===== src/hw/rtl/spe_pkg.sv =====
`default_nettype none

package spe_pkg;

    localparam int CNT_W       = 17;
    localparam int RATE_W      = 19;
    localparam int RATE_FRAC   = 16;
    localparam int GAIN_W      = 17;
    localparam int SMP_W       = 16;
    localparam int ADDR_W      = 16;
    localparam int MODE_W      = 3;
    localparam int CMD_W       = 3;
    localparam int XW          = CNT_W + 1;
    localparam int QUEUE_DEPTH = 4;
    localparam int QPTR_W      = 2;
    localparam int QCNT_W      = 3;
    localparam int PADDR_W     = 4;
    localparam int PDATA_W     = 32;
    localparam int REGIDX_W    = 2;

    localparam logic [MODE_W-1:0] MODE_TICK     = 3'd0;
    localparam logic [MODE_W-1:0] MODE_LOAD     = 3'd1;
    localparam logic [MODE_W-1:0] MODE_PLAY_ON  = 3'd2;
    localparam logic [MODE_W-1:0] MODE_PLAY_OFF = 3'd3;
    localparam logic [MODE_W-1:0] MODE_NOTE_ON  = 3'd4;
    localparam logic [MODE_W-1:0] MODE_NOTE_OFF = 3'd5;

    localparam logic [CMD_W-1:0] CMD_NOP      = 3'd0;
    localparam logic [CMD_W-1:0] CMD_TICK     = 3'd1;
    localparam logic [CMD_W-1:0] CMD_LOAD     = 3'd2;
    localparam logic [CMD_W-1:0] CMD_PLAY_ON  = 3'd3;
    localparam logic [CMD_W-1:0] CMD_PLAY_OFF = 3'd4;
    localparam logic [CMD_W-1:0] CMD_NOTE_ON  = 3'd5;
    localparam logic [CMD_W-1:0] CMD_NOTE_OFF = 3'd6;

    localparam logic [REGIDX_W-1:0] REG_SAMPLE_COUNT = 2'd0;
    localparam logic [REGIDX_W-1:0] REG_RATE         = 2'd1;
    localparam logic [REGIDX_W-1:0] REG_GAIN         = 2'd2;
    localparam logic [REGIDX_W-1:0] REG_ONESHOT      = 2'd3;

    localparam logic [CNT_W-1:0]  RST_SAMPLE_COUNT = 17'd0;
    localparam logic [RATE_W-1:0] RST_RATE         = 19'h10000;
    localparam logic [GAIN_W-1:0] RST_GAIN         = 17'd39322;
    localparam logic [GAIN_W-1:0] GAIN_UNITY       = 17'd65536;

    typedef struct packed {
        logic [CMD_W-1:0]  cmd;
        logic [ADDR_W-1:0] addr;
        logic [SMP_W-1:0]  value;
    } item_t;

    typedef struct packed {
        logic [CNT_W-1:0]  count;
        logic              rate_neg;
        logic [RATE_W-1:0] rate_mag;
        logic [GAIN_W-1:0] gain;
        logic              oneshot;
    } cfg_t;

    // Remainder of x by c for x below five times c.
    function automatic logic [XW-1:0] mod_small(input logic [XW-1:0] x,
                                                input logic [CNT_W-1:0] c);
        logic [XW+2:0] xw;
        logic [XW+2:0] c1;
        logic [XW+2:0] c2;
        logic [XW+2:0] c3;
        logic [XW+2:0] c4;
        logic [XW+2:0] r;
        xw = (XW+3)'(x);
        c1 = (XW+3)'(c);
        c2 = c1 << 1;
        c3 = c2 + c1;
        c4 = c1 << 2;
        if (xw < c1)
        begin
            r = xw;
        end
        else if (xw < c2)
        begin
            r = xw - c1;
        end
        else if (xw < c3)
        begin
            r = xw - c2;
        end
        else if (xw < c4)
        begin
            r = xw - c3;
        end
        else
        begin
            r = xw - c4;
        end
        return r[XW-1:0];
    endfunction

endpackage

`default_nettype wire


===== src/hw/rtl/spe_front.sv =====
`default_nettype none

module spe_front
    import spe_pkg::*;
#(
    parameter int SAMPLE_DEPTH = 65536
)
(
    input  wire logic                     clk,
    input  wire logic                     rst_n,
    input  wire logic                     item_valid,
    output logic                          item_stall,
    input  wire logic        [MODE_W-1:0] mode,
    input  wire logic        [ADDR_W-1:0] sample_addr,
    input  wire logic signed [SMP_W-1:0]  sample_value,
    output logic                          head_valid,
    output item_t                         head,
    input  wire logic                     pop
);

    item_t             q_mem_reg [QUEUE_DEPTH];
    logic [QPTR_W-1:0] wr_ptr_reg;
    logic [QPTR_W-1:0] rd_ptr_reg;
    logic [QCNT_W-1:0] count_reg;
    logic [QCNT_W-1:0] count_next;
    logic              push;
    logic              do_pop;
    logic              in_range;
    item_t             decoded;

    assign in_range = (32'(sample_addr) < SAMPLE_DEPTH);

    always_comb
    begin
        decoded.addr  = sample_addr;
        decoded.value = sample_value;
        unique case (mode)
            MODE_TICK:     decoded.cmd = CMD_TICK;
            MODE_LOAD:     decoded.cmd = in_range ? CMD_LOAD : CMD_NOP;
            MODE_PLAY_ON:  decoded.cmd = CMD_PLAY_ON;
            MODE_PLAY_OFF: decoded.cmd = CMD_PLAY_OFF;
            MODE_NOTE_ON:  decoded.cmd = CMD_NOTE_ON;
            MODE_NOTE_OFF: decoded.cmd = CMD_NOTE_OFF;
            default:       decoded.cmd = CMD_NOP;
        endcase
    end

    assign item_stall = (count_reg == QCNT_W'(QUEUE_DEPTH));
    assign push       = item_valid & ~item_stall;
    assign head_valid = (count_reg != '0);
    assign do_pop     = pop & head_valid;
    assign head       = q_mem_reg[rd_ptr_reg];

    always_comb
    begin
        count_next = count_reg;
        if (push & ~do_pop)
        begin
            count_next = count_reg + QCNT_W'(1);
        end
        else if (do_pop & ~push)
        begin
            count_next = count_reg - QCNT_W'(1);
        end
    end

    always_ff @(posedge clk or negedge rst_n)
    begin
        if (!rst_n)
        begin
            wr_ptr_reg <= '0;
            rd_ptr_reg <= '0;
            count_reg  <= '0;
        end
        else
        begin
            count_reg <= count_next;
            if (push)
            begin
                wr_ptr_reg <= wr_ptr_reg + QPTR_W'(1);
            end
            if (do_pop)
            begin
                rd_ptr_reg <= rd_ptr_reg + QPTR_W'(1);
            end
        end
    end

    always_ff @(posedge clk)
    begin
        if (push)
        begin
            q_mem_reg[wr_ptr_reg] <= decoded;
        end
    end

endmodule

`default_nettype wire


===== config.mk =====
export PLATFORM = sky130hd
export DESIGN_NAME = spe_front
export DESIGN_NICKNAME = d
export VERILOG_FILES = /design/src/hw/rtl/spe_pkg.sv /design/src/hw/rtl/spe_front.sv
export SDC_FILE = /design/constraint.sdc
export NUM_CORES = 1
export LEC_CHECK = 0
export ABC_AREA = 0
export BUFFER_PORTS_ARGS = -buffer_cell sky130_fd_sc_hd__buf_2
export CAP_MARGIN = 15
export CORE_ASPECT_RATIO = 0.6
export CORE_MARGIN = 2
export CORE_UTILIZATION = 45
export CTS_BUF_LIST = sky130_fd_sc_hd__clkbuf_2 sky130_fd_sc_hd__clkbuf_4 sky130_fd_sc_hd__clkbuf_8
export DETAILED_ROUTE_END_ITERATION = 16
export GPL_ROUTABILITY_DRIVEN = 0
export PLACE_DENSITY_LB_ADDON = 0.3
export SLEW_MARGIN = 0
export SYNTH_ARGS = -nofsm -noshare
export SYNTH_HDL_FRONTEND = slang
export SYNTH_SLANG_ARGS = --single-unit

===== constraint.sdc =====
create_clock -name clk -period 2.02 [get_ports clk]
set_input_delay 0.101 -clock clk [delete_from_list [all_inputs] [get_ports clk]]
set_output_delay 0.101 -clock clk [all_outputs]
set_load 0.01 [all_outputs]

### Yosys cells after proc, flatten, opt, wreduce, memory -nomap -nowiden

Memories as Yosys holds them, arrays and structs flattened.
Index checks and enable logic that the tools add are counted.

| storage, ports and cells | value |
|---|---|
| memories | 1 |
| word-level logic and storage cells | 29 |
| bits of input ports | 39 |
| output and inout bits | 37 |
| RAM bits | 140 |
| flip-flop bits (word level) | 7 |

Memories:

| name | depth | bits a word | read ports | clocked after Yosys merged registers in | write ports | RTL line | text |
|---|---|---|---|---|---|---|---|
| q_mem_reg | 4 | 35 | 1 | 0 | 1 | spe_front.sv:21 | `item_t q_mem_reg [QUEUE_DEPTH];` |

| operators by class | value |
|---|---|
| bitwise operators | 7 |
| reduce and logical (&&, ||, !) cells | 3 |
| eq/ne operators | 6 |
| mux-type cells | 5 |
| add/subtract/negate cells | 4 |

Operators by type and width:

| kind | count |
|---|---|
| $pmux 3 s6 | 1 |
| $eq 3x3->1 const B | 3 |
| $eq 3x2->1 const B | 2 |
| $mux 3 | 2 |
| $add 2x1->2 const B | 2 |
| $and 1x1->1 | 4 |
| $add 3x1->3 const B | 1 |
| $eq 3x1->1 const B | 1 |
| $logic_not 3->1 | 1 |
| $not 1->1 | 3 |
| $reduce_bool 3->1 | 1 |
| $sub 3x1->3 const B | 1 |
| $mux 1 | 2 |
| $reduce_bool 2->1 | 1 |

### Logic depth before layout (Yosys ltp)

| depth | value |
|---|---|
| depth after elaboration | 7 |
| gate-level depth with buffers | 9 |
| depth with buffers taken out | 8 |

### Least setup slack after synthesis

OpenSTA, ideal clock, no wires.

| timing path | value |
|---|---|
| path kind | register to register |
| start point | register count_reg[2] |
| end point | memory q_mem_reg[2][0] in the netlist's numbering, enable pin |
| buffers on the path | 1 |
| cell stages (with the launch flop) | 5 |
| library setup time | 0.395 ns |
| path slack | -0.065 ns |
| required time | 1.625 ns |
| period minus slack after synthesis | 2.085 ns |
| data arrival time | 1.690 ns |
| path through | dfrtp_1 nor3b_2 nor2b_1 buf_6 and2_1 |

| on the way | value |
|---|---|
| cells in the longest elaborated chain, start to end | 5 |

Ends and longest elaborated chain:

| item | RTL line | text |
|---|---|---|
| start: declaration | spe_front.sv:24 | `logic [QCNT_W-1:0] count_reg;` |
| start signal: assignment | spe_front.sv:77 | `count_reg <= count_next;` |
| $eq 3x3->1 | spe_front.sv:48 | `assign item_stall = (count_reg == QCNT_W'(QUEUE_DEPTH));` |
| named net item_stall | spe_front.sv:12 | `output logic item_stall,` |
| $not 1->1 | spe_front.sv:49 | `assign push = item_valid & ~item_stall;` |
| $and 1x1->1 | spe_front.sv:49 |  |
| named net push | spe_front.sv:26 | `logic push;` |
| $mux 1 | spe_front.sv:91 | `if (push)` |
| $mux 1 (not written as such) | spe_front.sv:93 | `q_mem_reg[wr_ptr_reg] <= decoded;` |
| end: declaration | spe_front.sv:21 |  |

The timed path passes the listed nets, and every way through them passes these cells.

==> reports/metrics.cfg <==
[drt]
via_per_inst = 5.04
drtPass1Iterations = 5
vias = 2704
first_iter_violations = 169
wirelength_um = 9540
drcViolationCount = 0
postRouteAntennaNets = 0
avgRoutedWirePerCell_um = 17.8

[global_routing]
grt_pass1_wl_um = 14700
grt.overflow.total = 0
grt_use_total_pct = 15.1
grt_start_max_net_pins = 24
grt_pass1_vias = 2801
antenna_found_initial = 1

[floorplan]
core-area_um2 = 12100
die_area_um2 = 13300
fp-row-count = 31
die_w_um = 148
pin_count = 76
start_util_pct = 46.2
die_h_um = 90.2

[yosys]
synth_area_leader_cell = edfxtp_1
synth-seq-cells = 147
synth_top_area_share_pct = 75.5
synth_area_um2 = 5570
synth_fp_nets = 269
seq_area_frac_synth_pct = 78.7
syn_avg_cell_area_um2 = 24.9
yosys-top-cells-area = edfxtp_1 (76%), mux4_2 (11%), mux4_1 (3.3%)
ys_types = 25
postSynthCellCount = 224
yosysWarnings = 0

[worst_setup_path]
r2r-end = count_reg[2]$_DFFE_PN0P_
cp_data_required_time_ns = 1.92
cp-start-kind = flip-flop
rr_startpoint = count_reg[1]$_DFFE_PN0P_
endpoint_kind = output port
rrSetupSlack_ns = 0.13
crit_arrival_ns = 1.81
cp_max_fo = 22
reg2reg_depth = 8
path_class = reg -> out

[pwr]
p_sw_mw = 2.81
power_density_nw_per_um2 = 1370
ir_worst_vdd_uv = 625
power.clock.fraction_pct = 24.3
power.leakage_nw = 2.49
seqPwrFrac_pct = 43.8
switching_share_pct = 29.2
p_comb_share_pct = 31.9
p_int_mw = 6.79

[sta]
fin_crit_sh_pct = 94.8
drv_slew = 0
finalHoldViolations = 0
tns_ns = 0
rsz0062_at_grt = no
fin_skew_ns = 0.0114
worst_pin_slew_ns = 0.423
fmax_mhz = 522
layout_min_cycle_time_ns = 1.91
finalSetupViolCount = 0
fin_ws_ns = 0.105
relSlewSlack_pct = 71.8
holdWs_ns = 0.0411

[clocking]
cts_setup_buffers = 0
cts_buffer_depth = 2
cts_num_sinks = 147
clkLatencyLatePin_ns = 0.42
cts_buffers = 17
clk_root_buffer_cell = clkbuf_8
htree_num_levels = 4
cts_tree = done
clkSlewWorstSetupHoldPaths_ns = 0.08

[final_layout]
nets = 404
largest_register_ffs = 140
n_fill_cell = 897
drive_gt1_share_pct = 43.9
syn2layout_area_growth_pct = 25.9

[run]
drv_cap = 0

[worst_hold_path]
holdCritPathClass = in -> async

[placed_design]
dpl_worst_slack_ns = 0.00219
place_hpwl_um = 5870
port_buffers = 75

[status]
status = finished clean

## Yosys cell counts (all sizes together)
cell type,number
inv,4
buf,9
mux2,2
nand3,1
mux2i,1
a21oi,1
dfrtp,7
xor2,2
or3,1
nor3b,1
ha,5
nand2,1
xnor2,4
fa,1
edfxtp,140
and2,4
nand2b,2
mux4,35
nor2b,1
o21ai,1
nor2,1
## routing by layer
layer	track usage, %	vias up	routed length [um]
met4	4.81	0	34
met5	0	-	0
met1	20.9	1397	4560
met2	22.9	89	4420
li1	-	1214	-
met3	5.08	4	520
## per-stage QoR
| stage | utilization [%] | instances | total power [mW] | area (um^2) |
|---|---|---|---|---|
| after floorplan | - | 224 | 6.25 | 5580 |
| after global placement | 51.5 | 470 | 7.25 | 6210 |
| after detailed placement | 51.5 | 470 | 7.30 | 6210 |
| after CTS | 57.9 | 536 | 9.71 | 6990 |
| after global routing | 58.1 | 537 | 10.1 | 7010 |
| final | 58.1 | 537 | 9.59 | 7010 |
## worst max path at each step
stage / slack (ns) / endpoint / startpoint / depth (start not counted)
global placement: 0.05 / count_reg[2]$_DFFE_PN0P_ / count_reg[0]$_DFFE_PN0P_ / 8
global route: 0.006 / head[33] / rd_ptr_reg[0]$_DFFE_PN0P_ / 3
detailed placement: 0.002 / count_reg[2]$_DFFE_PN0P_ / count_reg[0]$_DFFE_PN0P_ / 8
finish: 0.11 / head[4] / rd_ptr_reg[0]$_DFFE_PN0P_ / 3
CTS: 0.01 / count_reg[2]$_DFFE_PN0P_ / count_reg[0]$_DFFE_PN0P_ / 8
floorplan: 0.02 / count_reg[2]$_DFFE_PN0P_ / count_reg[0]$_DFFE_PN0P_ / 8
## final cells by class
| type | count | area [um^2] | share of cell area, % |
|---|---|---|---|
| antenna | 1 | 2.50 | 0.0357 |
| timing repair buffer | 125 | 880 | 12.6 |
| multi-input combinational | 64 | 1110 | 15.8 |
| inverter | 4 | 15.0 | 0.214 |
| clock inverter | 13 | 175 | 2.50 |
| clock buffer | 18 | 241 | 3.45 |
| tap | 165 | 206 | 2.95 |
| sequential | 147 | 4380 | 62.5 |
## logic make-up (layout without fill, tap and decap cells)
kind of cell | count (synthesis) | in the layout | share of synthesized area [%]
compound gates | 2 | 2 | 0.180
xor+xnor | 6 | 6 | 0.944
fa+ha+maj | 6 | 6 | 1.48
buf+inv | 13 | 160 | 2.11
flops | 147 | 147 | 78.7
mux | 38 | 38 | 15.3
other cells | 0 | 1 | 0
simple gates | 12 | 12 | 1.35
## cell usage in the layout, fill, tap and decap left out, drive strengths merged
cell         synthesis  layout
bufinv               0       3
nand3                1       1
buf                  9      90
nand2b               2       2
dfrtp                7       7
nor2                 1       1
or3                  1       1
clkbuf               0      18
clkinvlp             0       2
nor2b                1       1
o21ai                1       1
a21oi                1       1
fa                   1       1
inv                  4       8
mux2                 2       2
edfxtp             140     140
mux2i                1       1
and2                 4       4
diode                0       1
nand2                1       1
dlygate4sd3          0      35
xor2                 2       2
xnor2                4       4
mux4                35      35
nor3b                1       1
ha                   5       5
clkinv               0       4
## power groups by stage
stage	Sequential, mW	Combinational [mW]	Clock [mW]
2_1_floorplan	4.22	2.03	0
3_3_place_gp	4.24	3.01	0
3_5_place_dp	4.27	3.03	0
4_1_cts	4.21	3.11	2.39
5_1_grt	4.26	3.31	2.52
6_report	4.20	3.06	2.33
## timing repair
| action | in CTS | in global routing |
|---|---|---|
| endpoints found under the hold margin | 141 | 0 |
| hold buffers | 35 | 0 |
| pin swaps | 0 | 3 |
| endpoints found under the setup margin | 2 | 1 |
| resized for setup | 3 | 4 |
| gates cloned | 0 | 0 |
## critical path, stage by stage (launching register included)
cell and delay, ns:
dfrtp_2 0.40, buf_12 0.21, mux4_1 0.61, buf_2 0.17
Power figures use the tool's default switching activity.
