**src/hw/rtl/spe_pkg.sv**
```systemverilog
`default_nettype none

package spe_pkg;

    localparam int CNT_W       = 17;
    localparam int RATE_W      = 19;
    localparam int RATE_FRAC   = 16;
    localparam int GAIN_W      = 17;
    localparam int SMP_W       = 16;
    localparam int ADDR_W      = 16;
    localparam int MODE_W      = 3;
    localparam int CMD_W       = 3;
    localparam int XW          = CNT_W + 1;
    localparam int QUEUE_DEPTH = 4;
    localparam int QPTR_W      = 2;
    localparam int QCNT_W      = 3;
    localparam int PADDR_W     = 4;
    localparam int PDATA_W     = 32;
    localparam int REGIDX_W    = 2;

    localparam logic [MODE_W-1:0] MODE_TICK     = 3'd0;
    localparam logic [MODE_W-1:0] MODE_LOAD     = 3'd1;
    localparam logic [MODE_W-1:0] MODE_PLAY_ON  = 3'd2;
    localparam logic [MODE_W-1:0] MODE_PLAY_OFF = 3'd3;
    localparam logic [MODE_W-1:0] MODE_NOTE_ON  = 3'd4;
    localparam logic [MODE_W-1:0] MODE_NOTE_OFF = 3'd5;

    localparam logic [CMD_W-1:0] CMD_NOP      = 3'd0;
    localparam logic [CMD_W-1:0] CMD_TICK     = 3'd1;
    localparam logic [CMD_W-1:0] CMD_LOAD     = 3'd2;
    localparam logic [CMD_W-1:0] CMD_PLAY_ON  = 3'd3;
    localparam logic [CMD_W-1:0] CMD_PLAY_OFF = 3'd4;
    localparam logic [CMD_W-1:0] CMD_NOTE_ON  = 3'd5;
    localparam logic [CMD_W-1:0] CMD_NOTE_OFF = 3'd6;

    localparam logic [REGIDX_W-1:0] REG_SAMPLE_COUNT = 2'd0;
    localparam logic [REGIDX_W-1:0] REG_RATE         = 2'd1;
    localparam logic [REGIDX_W-1:0] REG_GAIN         = 2'd2;
    localparam logic [REGIDX_W-1:0] REG_ONESHOT      = 2'd3;

    localparam logic [CNT_W-1:0]  RST_SAMPLE_COUNT = 17'd0;
    localparam logic [RATE_W-1:0] RST_RATE         = 19'h10000;
    localparam logic [GAIN_W-1:0] RST_GAIN         = 17'd39322;
    localparam logic [GAIN_W-1:0] GAIN_UNITY       = 17'd65536;

    typedef struct packed {
        logic [CMD_W-1:0]  cmd;
        logic [ADDR_W-1:0] addr;
        logic [SMP_W-1:0]  value;
    } item_t;

    typedef struct packed {
        logic [CNT_W-1:0]  count;
        logic              rate_neg;
        logic [RATE_W-1:0] rate_mag;
        logic [GAIN_W-1:0] gain;
        logic              oneshot;
    } cfg_t;

    // Remainder of x by c for x below five times c.
    function automatic logic [XW-1:0] mod_small(input logic [XW-1:0] x,
                                                input logic [CNT_W-1:0] c);
        logic [XW+2:0] xw;
        logic [XW+2:0] c1;
        logic [XW+2:0] c2;
        logic [XW+2:0] c3;
        logic [XW+2:0] c4;
        logic [XW+2:0] r;
        xw = (XW+3)'(x);
        c1 = (XW+3)'(c);
        c2 = c1 << 1;
        c3 = c2 + c1;
        c4 = c1 << 2;
        if (xw < c1)
        begin
            r = xw;
        end
        else if (xw < c2)
        begin
            r = xw - c1;
        end
        else if (xw < c3)
        begin
            r = xw - c2;
        end
        else if (xw < c4)
        begin
            r = xw - c3;
        end
        else
        begin
            r = xw - c4;
        end
        return r[XW-1:0];
    endfunction

endpackage

`default_nettype wire

```
**src/hw/rtl/spe_regs.sv**
```systemverilog
`default_nettype none

module spe_regs
    import spe_pkg::*;
#(
    parameter int SAMPLE_DEPTH = 65536
)
(
    input  wire logic               clk,
    input  wire logic               rst_n,
    input  wire logic               psel,
    input  wire logic               penable,
    input  wire logic               pwrite,
    input  wire logic [PADDR_W-1:0] paddr,
    input  wire logic [PDATA_W-1:0] pwdata,
    output logic      [PDATA_W-1:0] prdata,
    output logic                    pready,
    output cfg_t                    cfg
);

    localparam int CAP_INT = (SAMPLE_DEPTH < (1 << CNT_W)) ? SAMPLE_DEPTH : (1 << CNT_W) - 1;
    localparam logic [CNT_W:0] COUNT_CAP = (CNT_W+1)'(CAP_INT);

    logic [CNT_W-1:0]    count_reg;
    logic [RATE_W-1:0]   rate_reg;
    logic [GAIN_W-1:0]   gain_reg;
    logic                oneshot_reg;
    logic                wr_en;
    logic [REGIDX_W-1:0] reg_idx;

    assign pready  = 1'b1;
    assign wr_en   = psel & penable & pwrite;
    assign reg_idx = paddr[PADDR_W-1:2];

    always_ff @(posedge clk or negedge rst_n)
    begin
        if (!rst_n)
        begin
            count_reg   <= RST_SAMPLE_COUNT;
            rate_reg    <= RST_RATE;
            gain_reg    <= RST_GAIN;
            oneshot_reg <= 1'b0;
        end
        else if (wr_en)
        begin
            unique case (reg_idx)
                REG_SAMPLE_COUNT: count_reg   <= pwdata[CNT_W-1:0];
                REG_RATE:         rate_reg    <= pwdata[RATE_W-1:0];
                REG_GAIN:         gain_reg    <= pwdata[GAIN_W-1:0];
                REG_ONESHOT:      oneshot_reg <= pwdata[0];
                default:          ;
            endcase
        end
    end

    always_comb
    begin
        unique case (reg_idx)
            REG_SAMPLE_COUNT: prdata = PDATA_W'(count_reg);
            REG_RATE:         prdata = {{(PDATA_W-RATE_W){rate_reg[RATE_W-1]}}, rate_reg};
            REG_GAIN:         prdata = PDATA_W'(gain_reg);
            REG_ONESHOT:      prdata = PDATA_W'(oneshot_reg);
            default:          prdata = '0;
        endcase
    end

    always_comb
    begin
        cfg.count    = ({1'b0, count_reg} > COUNT_CAP) ? COUNT_CAP[CNT_W-1:0] : count_reg;
        cfg.rate_neg = rate_reg[RATE_W-1];
        cfg.rate_mag = rate_reg[RATE_W-1] ? (~rate_reg + RATE_W'(1)) : rate_reg;
        cfg.gain     = (gain_reg > GAIN_UNITY) ? GAIN_UNITY : gain_reg;
        cfg.oneshot  = oneshot_reg;
    end

endmodule

`default_nettype wire

```
**config.mk**
```make
export PLATFORM = sky130hd
export DESIGN_NAME = spe_regs
export DESIGN_NICKNAME = d
export VERILOG_FILES = /design/src/hw/rtl/spe_pkg.sv /design/src/hw/rtl/spe_regs.sv
export SDC_FILE = /design/constraint.sdc
export NUM_CORES = 1
export LEC_CHECK = 0
export BUFFER_PORTS_ARGS = -buffer_cell sky130_fd_sc_hd__buf_2
export CAP_MARGIN = 20
export CORE_ASPECT_RATIO = 0.9
export CORE_UTILIZATION = 35
export DETAILED_ROUTE_END_ITERATION = 10
export GPL_ROUTABILITY_DRIVEN = 0
export SYNTH_ARGS = -nofsm -noshare
export SYNTH_HDL_FRONTEND = slang
export SYNTH_SLANG_ARGS = --single-unit
export TNS_END_PERCENT = 5
```
**constraint.sdc**
```tcl
create_clock -name clk -period 4.3 [get_ports clk]
set_input_delay 1.075 -clock clk [delete_from_list [all_inputs] [get_ports clk]]
set_output_delay 1.075 -clock clk [all_outputs]
set_load 0.005 [all_outputs]
```
# Word level (Yosys, flattened, before mapping)
# Index checks and enable logic that the tools add are counted.
# totals
elab_cells	22
regBits	54
inputBits	41
output_inout_bits	88
# op_classes
eq_ne	3
n_mux	4
addsub	1
n_bitwise	3
n_lt_le_gt_ge	2
n_reduce_logical	5
# ops
cell	count
one-hot mux 32 bit (4 select lines)	1
greater-than comparator 17 bit (second input constant)	2
two-way mux 17 bit	2
adder 19 x 1 -> 19 bit (second input constant)	1
two-way mux 19 bit	1
NOT 19 bit	1
AND reduction 2 bit	4
== test 2 bit (second input constant)	2
bitwise AND 1 bit	2
== test 2 x 1 -> 1 bit (second input constant)	1
logical NOT 2 bit	1

# Logic depth before layout (Yosys ltp)
# Gate-level depths: netlist of the first run.
# depth
ltp_word	3
mapped_depth	6
mapped_depth_nobuf	5

# Worst setup path before layout of the first run
# Ideal clock, no wire load.
# synth_path
path_type	in2out
start	input paddr[2]
end	output prdata[19]
t_arrival_ns	2.049
setup_slack_ns	1.176
path_stages	5
path_cell_list	buf_2 nor2b_1 buf_2 and2_1 buf_4
# synth_via
elab_chain_len	2
elab_cells_between_ends	5
# synth_lines
item	line	text
start, declared	spe_regs.sv:14	input wire logic [PADDR_W-1:0] paddr,
== test 2 bit, or another cell as far along	spe_regs.sv:58	unique case (reg_idx)
one-hot mux 32 bit (4 select lines) *	spe_regs.sv:58	
end, declared	spe_regs.sv:16	output logic [PDATA_W-1:0] prdata,
# Every way passes the cells marked *; elsewhere a longest branch is shown, timed or not.

# Final worst setup path of the first run
# layout_path
start	input paddr[3]
end	output prdata[16]
# The elaborated chain is that of the path after synthesis.

==> flow_metrics.env, run 1 <==
export IMPL_die_h_um=93.6
export IMPL_max_freq_ghz=0.285
export IMPL_slew_violations=0
export IMPL_cp_data_required_time_ps=3220
export IMPL_r2r_end="rate_reg[18]$_DFFE_PN0P_"
export IMPL_antenna_found_initial=0
export IMPL_worstHoldStart="oneshot_reg$_DFFE_PN0P_"
export IMPL_cts_tree="done"
export IMPL_critPathKind="in2out"
export IMPL_core_sq_um=9080
export IMPL_rows=33
export IMPL_leakage_uw=0.00183
export IMPL_finalCriticalPeriod_ps=3510
export IMPL_worst_setup_path_end_kind="output port"
export IMPL_crit_slowest_cell="nor2b_1"
export IMPL_drtIter0Drc=71
export IMPL_skew_ps=0
export IMPL_worstSkewPairLatency_ps=300
export IMPL_setup_viol=0
export IMPL_tightestPinTransition_ps=984
export IMPL_worstPathArrival_ps=2430
export IMPL_finalHoldViolations=0
export IMPL_regToRegStartpoint="rate_reg[18]$_DFFE_PN0P_"
export IMPL_final_area_sq_um=3890
export IMPL_slowest_delay_ps=580
export IMPL_syn_area_per_cell_sq_um=10.9
export IMPL_dp_hpwl_um=6680
export IMPL_grt_pass1_vias=2604
export IMPL_die_area_sq_um=9720
export IMPL_drc=0
export IMPL_initial_utilization=0.360
export IMPL_powerDensity_nw_per_um2=454
export IMPL_h_tree_depth=2
export IMPL_ios=129
export IMPL_synth_sequential_area_ratio=0.417
export IMPL_cp_start_kind="primary input"
export IMPL_synthFlopType="dfrtp_1"
export IMPL_rsz0062_at_grt="no"
export IMPL_hold_depth=1
export IMPL_multiInputGateArea_sq_um=1680
export IMPL_synth_seq_cells=54
export IMPL_syn_instance_count=299
export IMPL_grt_max_degree=29
export IMPL_yosys_area_top_type_share=0.345
export IMPL_synth_area_sq_um=3270
export IMPL_cts_path_max_buffers=2
export IMPL_largest_register_ffs=19
export IMPL_grt_pass1_wl_um=14200
export IMPL_layout_common_cells="buf_2, mux2_2, dfrtp_1"
export IMPL_reg2reg_setup_slack_ps=3160
export IMPL_layout_drive_gt1_share=0.500
export IMPL_cp_top_family="simple AND/OR/NAND/NOR gates"
export IMPL_grt_overflow=0
export IMPL_syn_num_nets=341
export IMPL_root_buffer="clkbuf_8"
export IMPL_crit_top_cell="buf_2"
export IMPL_whs_endpoint="oneshot_reg$_DFFE_PN0P_"
export IMPL_placed_area_sq_um=3810
export IMPL_synthTopCellsByArea="dfrtp_1, mux2_2, dfstp_2"
export IMPL_r2r_cells=1
export IMPL_setup_tns_ps=0
export IMPL_crit_buf_inv=3
export IMPL_utilization=0.429
export IMPL_final_common_cell="buf_2"
export IMPL_fill_cells=917
export IMPL_synth_cell_types=35
export IMPL_async_flop_share=1.00
export IMPL_maxCapViolations=0
export IMPL_cts_made_buffers=5
export IMPL_post_cts_setup_buffer_count=0
export IMPL_cts_sinks=54
export IMPL_hold_path_class="reg2reg"
export IMPL_area_delta_synth_final_pct=19.2
export IMPL_routed_wl_um=8890
export IMPL_postRouteAntennaNets=0
export IMPL_path_max_fanout=10
export IMPL_wl_per_cell_um=17.4
export IMPL_synth_edf_count=0
export IMPL_min_period_over_period=0.816
export IMPL_num_vias=2627
export IMPL_status="finished, final reports clean"
export IMPL_ir_drop_mv=0.189
export IMPL_port_buffer_count=112
export IMPL_postCtsHoldBufs=0
export IMPL_nets=433
export IMPL_hold_ws_ps=533
export IMPL_worstPathCellList="buf_2 -> nor2b_1 -> buf_4 -> nand2_1 -> o21ai_0 -> buf_2"
export IMPL_drt_pass1_iterations=4
export IMPL_grt_usage=0.191
export IMPL_seqCellArea_sq_um=1360
export IMPL_cts_resized=0
export IMPL_synth_top_cell_by_area="dfrtp_1"
export IMPL_clk_pin_slew_ps=90
export IMPL_maxSlewHeadroom=0.335
export IMPL_viasPerCell=5.13
export IMPL_synth_warnings=0
export IMPL_die_x_um=104
export IMPL_diodes=0
-- area by class of cell --
cell class	instances	share of cell area
Multi-Input combinational cell	209	0.432
Clock buffer	6	0.0212
Timing Repair Buffer	117	0.154
Tap cell	122	0.0392
Inverter	4	0.00386
Sequential cell	54	0.350
-- routing by layer --
metal	part of all wire	routed length, um	global-route usage
met1	0.49	4320	0.273
met2	0.45	4000	0.301
met3	0.057	506	0.0362
met5	0	0	0
met4	0.0073	65	0.0381
-- cell usage after synthesis, drive strengths merged (2+ instances only) --
master,count
mux2i,16
dfrtp,45
clkbuf,5
and2,2
nor2b,33
nor2,5
nor4,11
o21ai,25
nand2b,2
buf,27
mux2,51
xnor2,16
inv,4
nand3b,2
o31ai,5
nand2,28
o41ai,2
dfstp,9
nand3,2
a41oi,2
-- how the worst max path moves through the flow --
stage | startpoint | to | cells past startpoint
finish | paddr[3] | prdata[16] | 6
global route | paddr[2] | prdata[2] | 6
CTS | paddr[3] | prdata[16] | 6
detailed placement | paddr[3] | prdata[16] | 6
global placement | paddr[2] | prdata[16] | 6
floorplan | paddr[2] | prdata[19] | 5
-- power by group --
group / switching, uW / internal [uW]
clock network: 155 / 125
logic: 283 / 370
registers: 195 / 640
total: 634 / 1140
-- cell families after synthesis --
group           after synthesis  synth area share
compound gates               34            0.0709
xor+xnor                     16            0.0429
fa+ha+maj                     1           0.00383
buf+inv                      36            0.0678
flops                        54             0.417
mux                          68             0.232
other cells                   1           0.00115
simple gates                 89             0.164
-- per-stage QoR --
stage | setup WS [ps] | instances | power (uW)
floorplan | 1180 | 299 | 1200
CTS | 770 | 512 | 1790
detailed placement | 782 | 506 | 1500
global placement | 833 | 506 | 1490
finish | 791 | 512 | 1770
global route | 678 | 512 | 1900
(Power assumes the default switching activity.)
==> inputs of run 2 (changes only) <==
Clock period 4.3 ns to 2.88 ns, I/O delays scaled along.
==> run 2 against run 1 <==
Clock skew unchanged; routed wire length up 1.2%; total power up 62%; sequential share of layout area down 0.96 points; utilization up 1.2 points; cell count up 1.2%; setup slack worse by 660 ps; final area up 2.8%; hold slack worse by 8.0 ps; non-clock buffer count up 4; global-route usage down 0.21 points.
==> flow_metrics.env, run 2 (synthesized netlist as in run 1, its figures left out) <==
export IMPL_grtUsageMet2=0.301
export IMPL_setup_tns_ps=0
export IMPL_layout_drive_gt1_share=0.510
export IMPL_leakage_uw=0.00188
export IMPL_h_tree_depth=2
export IMPL_grtUsageMet3=0.0355
export IMPL_ir_drop_mv=0.306
export IMPL_total_power_uw=2870
export IMPL_slowest_delay_ps=530
export IMPL_crit_slowest_cell="nor4_1"
export IMPL_die_area_sq_um=9720
export IMPL_powerDensity_nw_per_um2=716
export IMPL_setup_viol=0
export IMPL_cts_path_max_buffers=2
export IMPL_drc=0
export IMPL_layout_common_cells="buf_2, mux2_2, dfrtp_1"
export IMPL_cp_start_kind="flip-flop"
export IMPL_finalHoldViolations=0
export IMPL_worstSkewPairLatency_ps=300
export IMPL_rows=33
export IMPL_final_area_sq_um=4000
export IMPL_ios=129
export IMPL_num_vias=2571
export IMPL_worstPathArrival_ps=2020
export IMPL_max_freq_ghz=0.364
export IMPL_cts_made_buffers=5
export IMPL_cp_data_required_time_ps=2160
export IMPL_wl_per_cell_um=17.4
export IMPL_tightestPinTransition_ps=716
export IMPL_hold_path_class="in2async"
export IMPL_core_sq_um=9080
export IMPL_routed_wl_um=9000
export IMPL_top_usage_layer="met2"
export IMPL_skew_ps=0
export IMPL_largest_register_ffs=19
export IMPL_seqCellArea_sq_um=1360
export IMPL_status="finished, final reports clean"
export IMPL_nets=437
export IMPL_cts_tree="done"
export IMPL_clk_pin_slew_ps=100
export IMPL_crit_buf_inv=1
export IMPL_worst_setup_path_end_kind="output port"
export IMPL_viasPerCell=4.96
export IMPL_initial_utilization=0.360
export IMPL_diodes=0
export IMPL_postRouteAntennaNets=0
export IMPL_port_buffer_count=112
export IMPL_drtIter0Drc=106
export IMPL_antenna_found_initial=0
export IMPL_grt_usage=0.189
export IMPL_critPathKind="reg2out"
export IMPL_cp_top_family="simple AND/OR/NAND/NOR gates"
export IMPL_area_delta_synth_final_pct=22.6
export IMPL_cts_sinks=54
export IMPL_drt_pass1_iterations=4
export IMPL_grt_overflow=0
export IMPL_min_period_over_period=0.953
export IMPL_die_h_um=93.6
export IMPL_final_common_cell="buf_2"
export IMPL_grt_pass1_vias=2563
export IMPL_worstPathCellList="nor4_1 -> a41oi_2 -> nor2b_1 -> buf_2"
export IMPL_slew_violations=0
export IMPL_path_max_fanout=10
export IMPL_finalCriticalPeriod_ps=2740
export IMPL_placed_area_sq_um=3850
export IMPL_grt_pass1_wl_um=14100
export IMPL_grt_max_degree=55
export IMPL_multiInputGateArea_sq_um=1690
export IMPL_fill_cells=906
export IMPL_dp_hpwl_um=6690
export IMPL_root_buffer="clkbuf_8"
export IMPL_die_x_um=104
export IMPL_utilization=0.441
export IMPL_maxCapViolations=0
export IMPL_grt_use_met1=0.267
export IMPL_maxSlewHeadroom=0.523
[run 2: per-stage QoR]
step | setup slack, ps | cells | hold WS, ps
6_report | 136 | 518 | 525
5_1_grt | -11.1 | 518 | 578
4_1_cts | 69.2 | 518 | 538
3_5_place_dp | 432 | 510 | 518
3_3_place_gp | 453 | 510 | 515
2_1_floorplan | 466 | 299 | 424
[run 2: area by class of cell]
class                      instances  area share
sequential                        54       0.340
multi-input combinational        209       0.422
tap                              122      0.0381
clock buffer                       6      0.0206
timing repair buffer             121       0.160
clock inverter                     2      0.0150
inverter                           4     0.00375
[run 2: per-layer routing]
metal,vias up,routed length [um]
met5,-,0
met4,0,71
met3,7,602
met2,108,3970
met1,1234,4350
li1,1222,-
[run 2: timing repair]
| action | in CTS | in global routing |
|---|---|---|
| hold buffers | 0 | 0 |
| gates resized for setup | 0 | 1 |
| setup buffers | 0 | 0 |
| endpoints found under the setup margin | 0 | 10 |
[run 2: report_power, final]
part	internal, uW	switching, uW
clock network	371	255
registers	956	294
logic	561	432
total	1890	980
[run 2: path summary, 6_finish.rpt]
| path | from | endpoint | slack (ps) | cells past startpoint |
|---|---|---|---|---|
| min | rst_n | count_reg[15]$_DFFE_PN0P_ | 520 | 2 |
| max in group asynchronous | rst_n | rate_reg[11]$_DFFE_PN0P_ | 1870 | 2 |
| max | gain_reg[2]$_DFFE_PN0P_ | cfg[12] | 140 | 4 |
| min in group clk | oneshot_reg$_DFFE_PN0P_ | oneshot_reg$_DFFE_PN0P_ | 530 | 1 |
| min reg2reg | oneshot_reg$_DFFE_PN0P_ | oneshot_reg$_DFFE_PN0P_ | 530 | 1 |
| max reg2reg | rate_reg[18]$_DFFE_PN0P_ | rate_reg[18]$_DFFE_PN0P_ | 1740 | 1 |
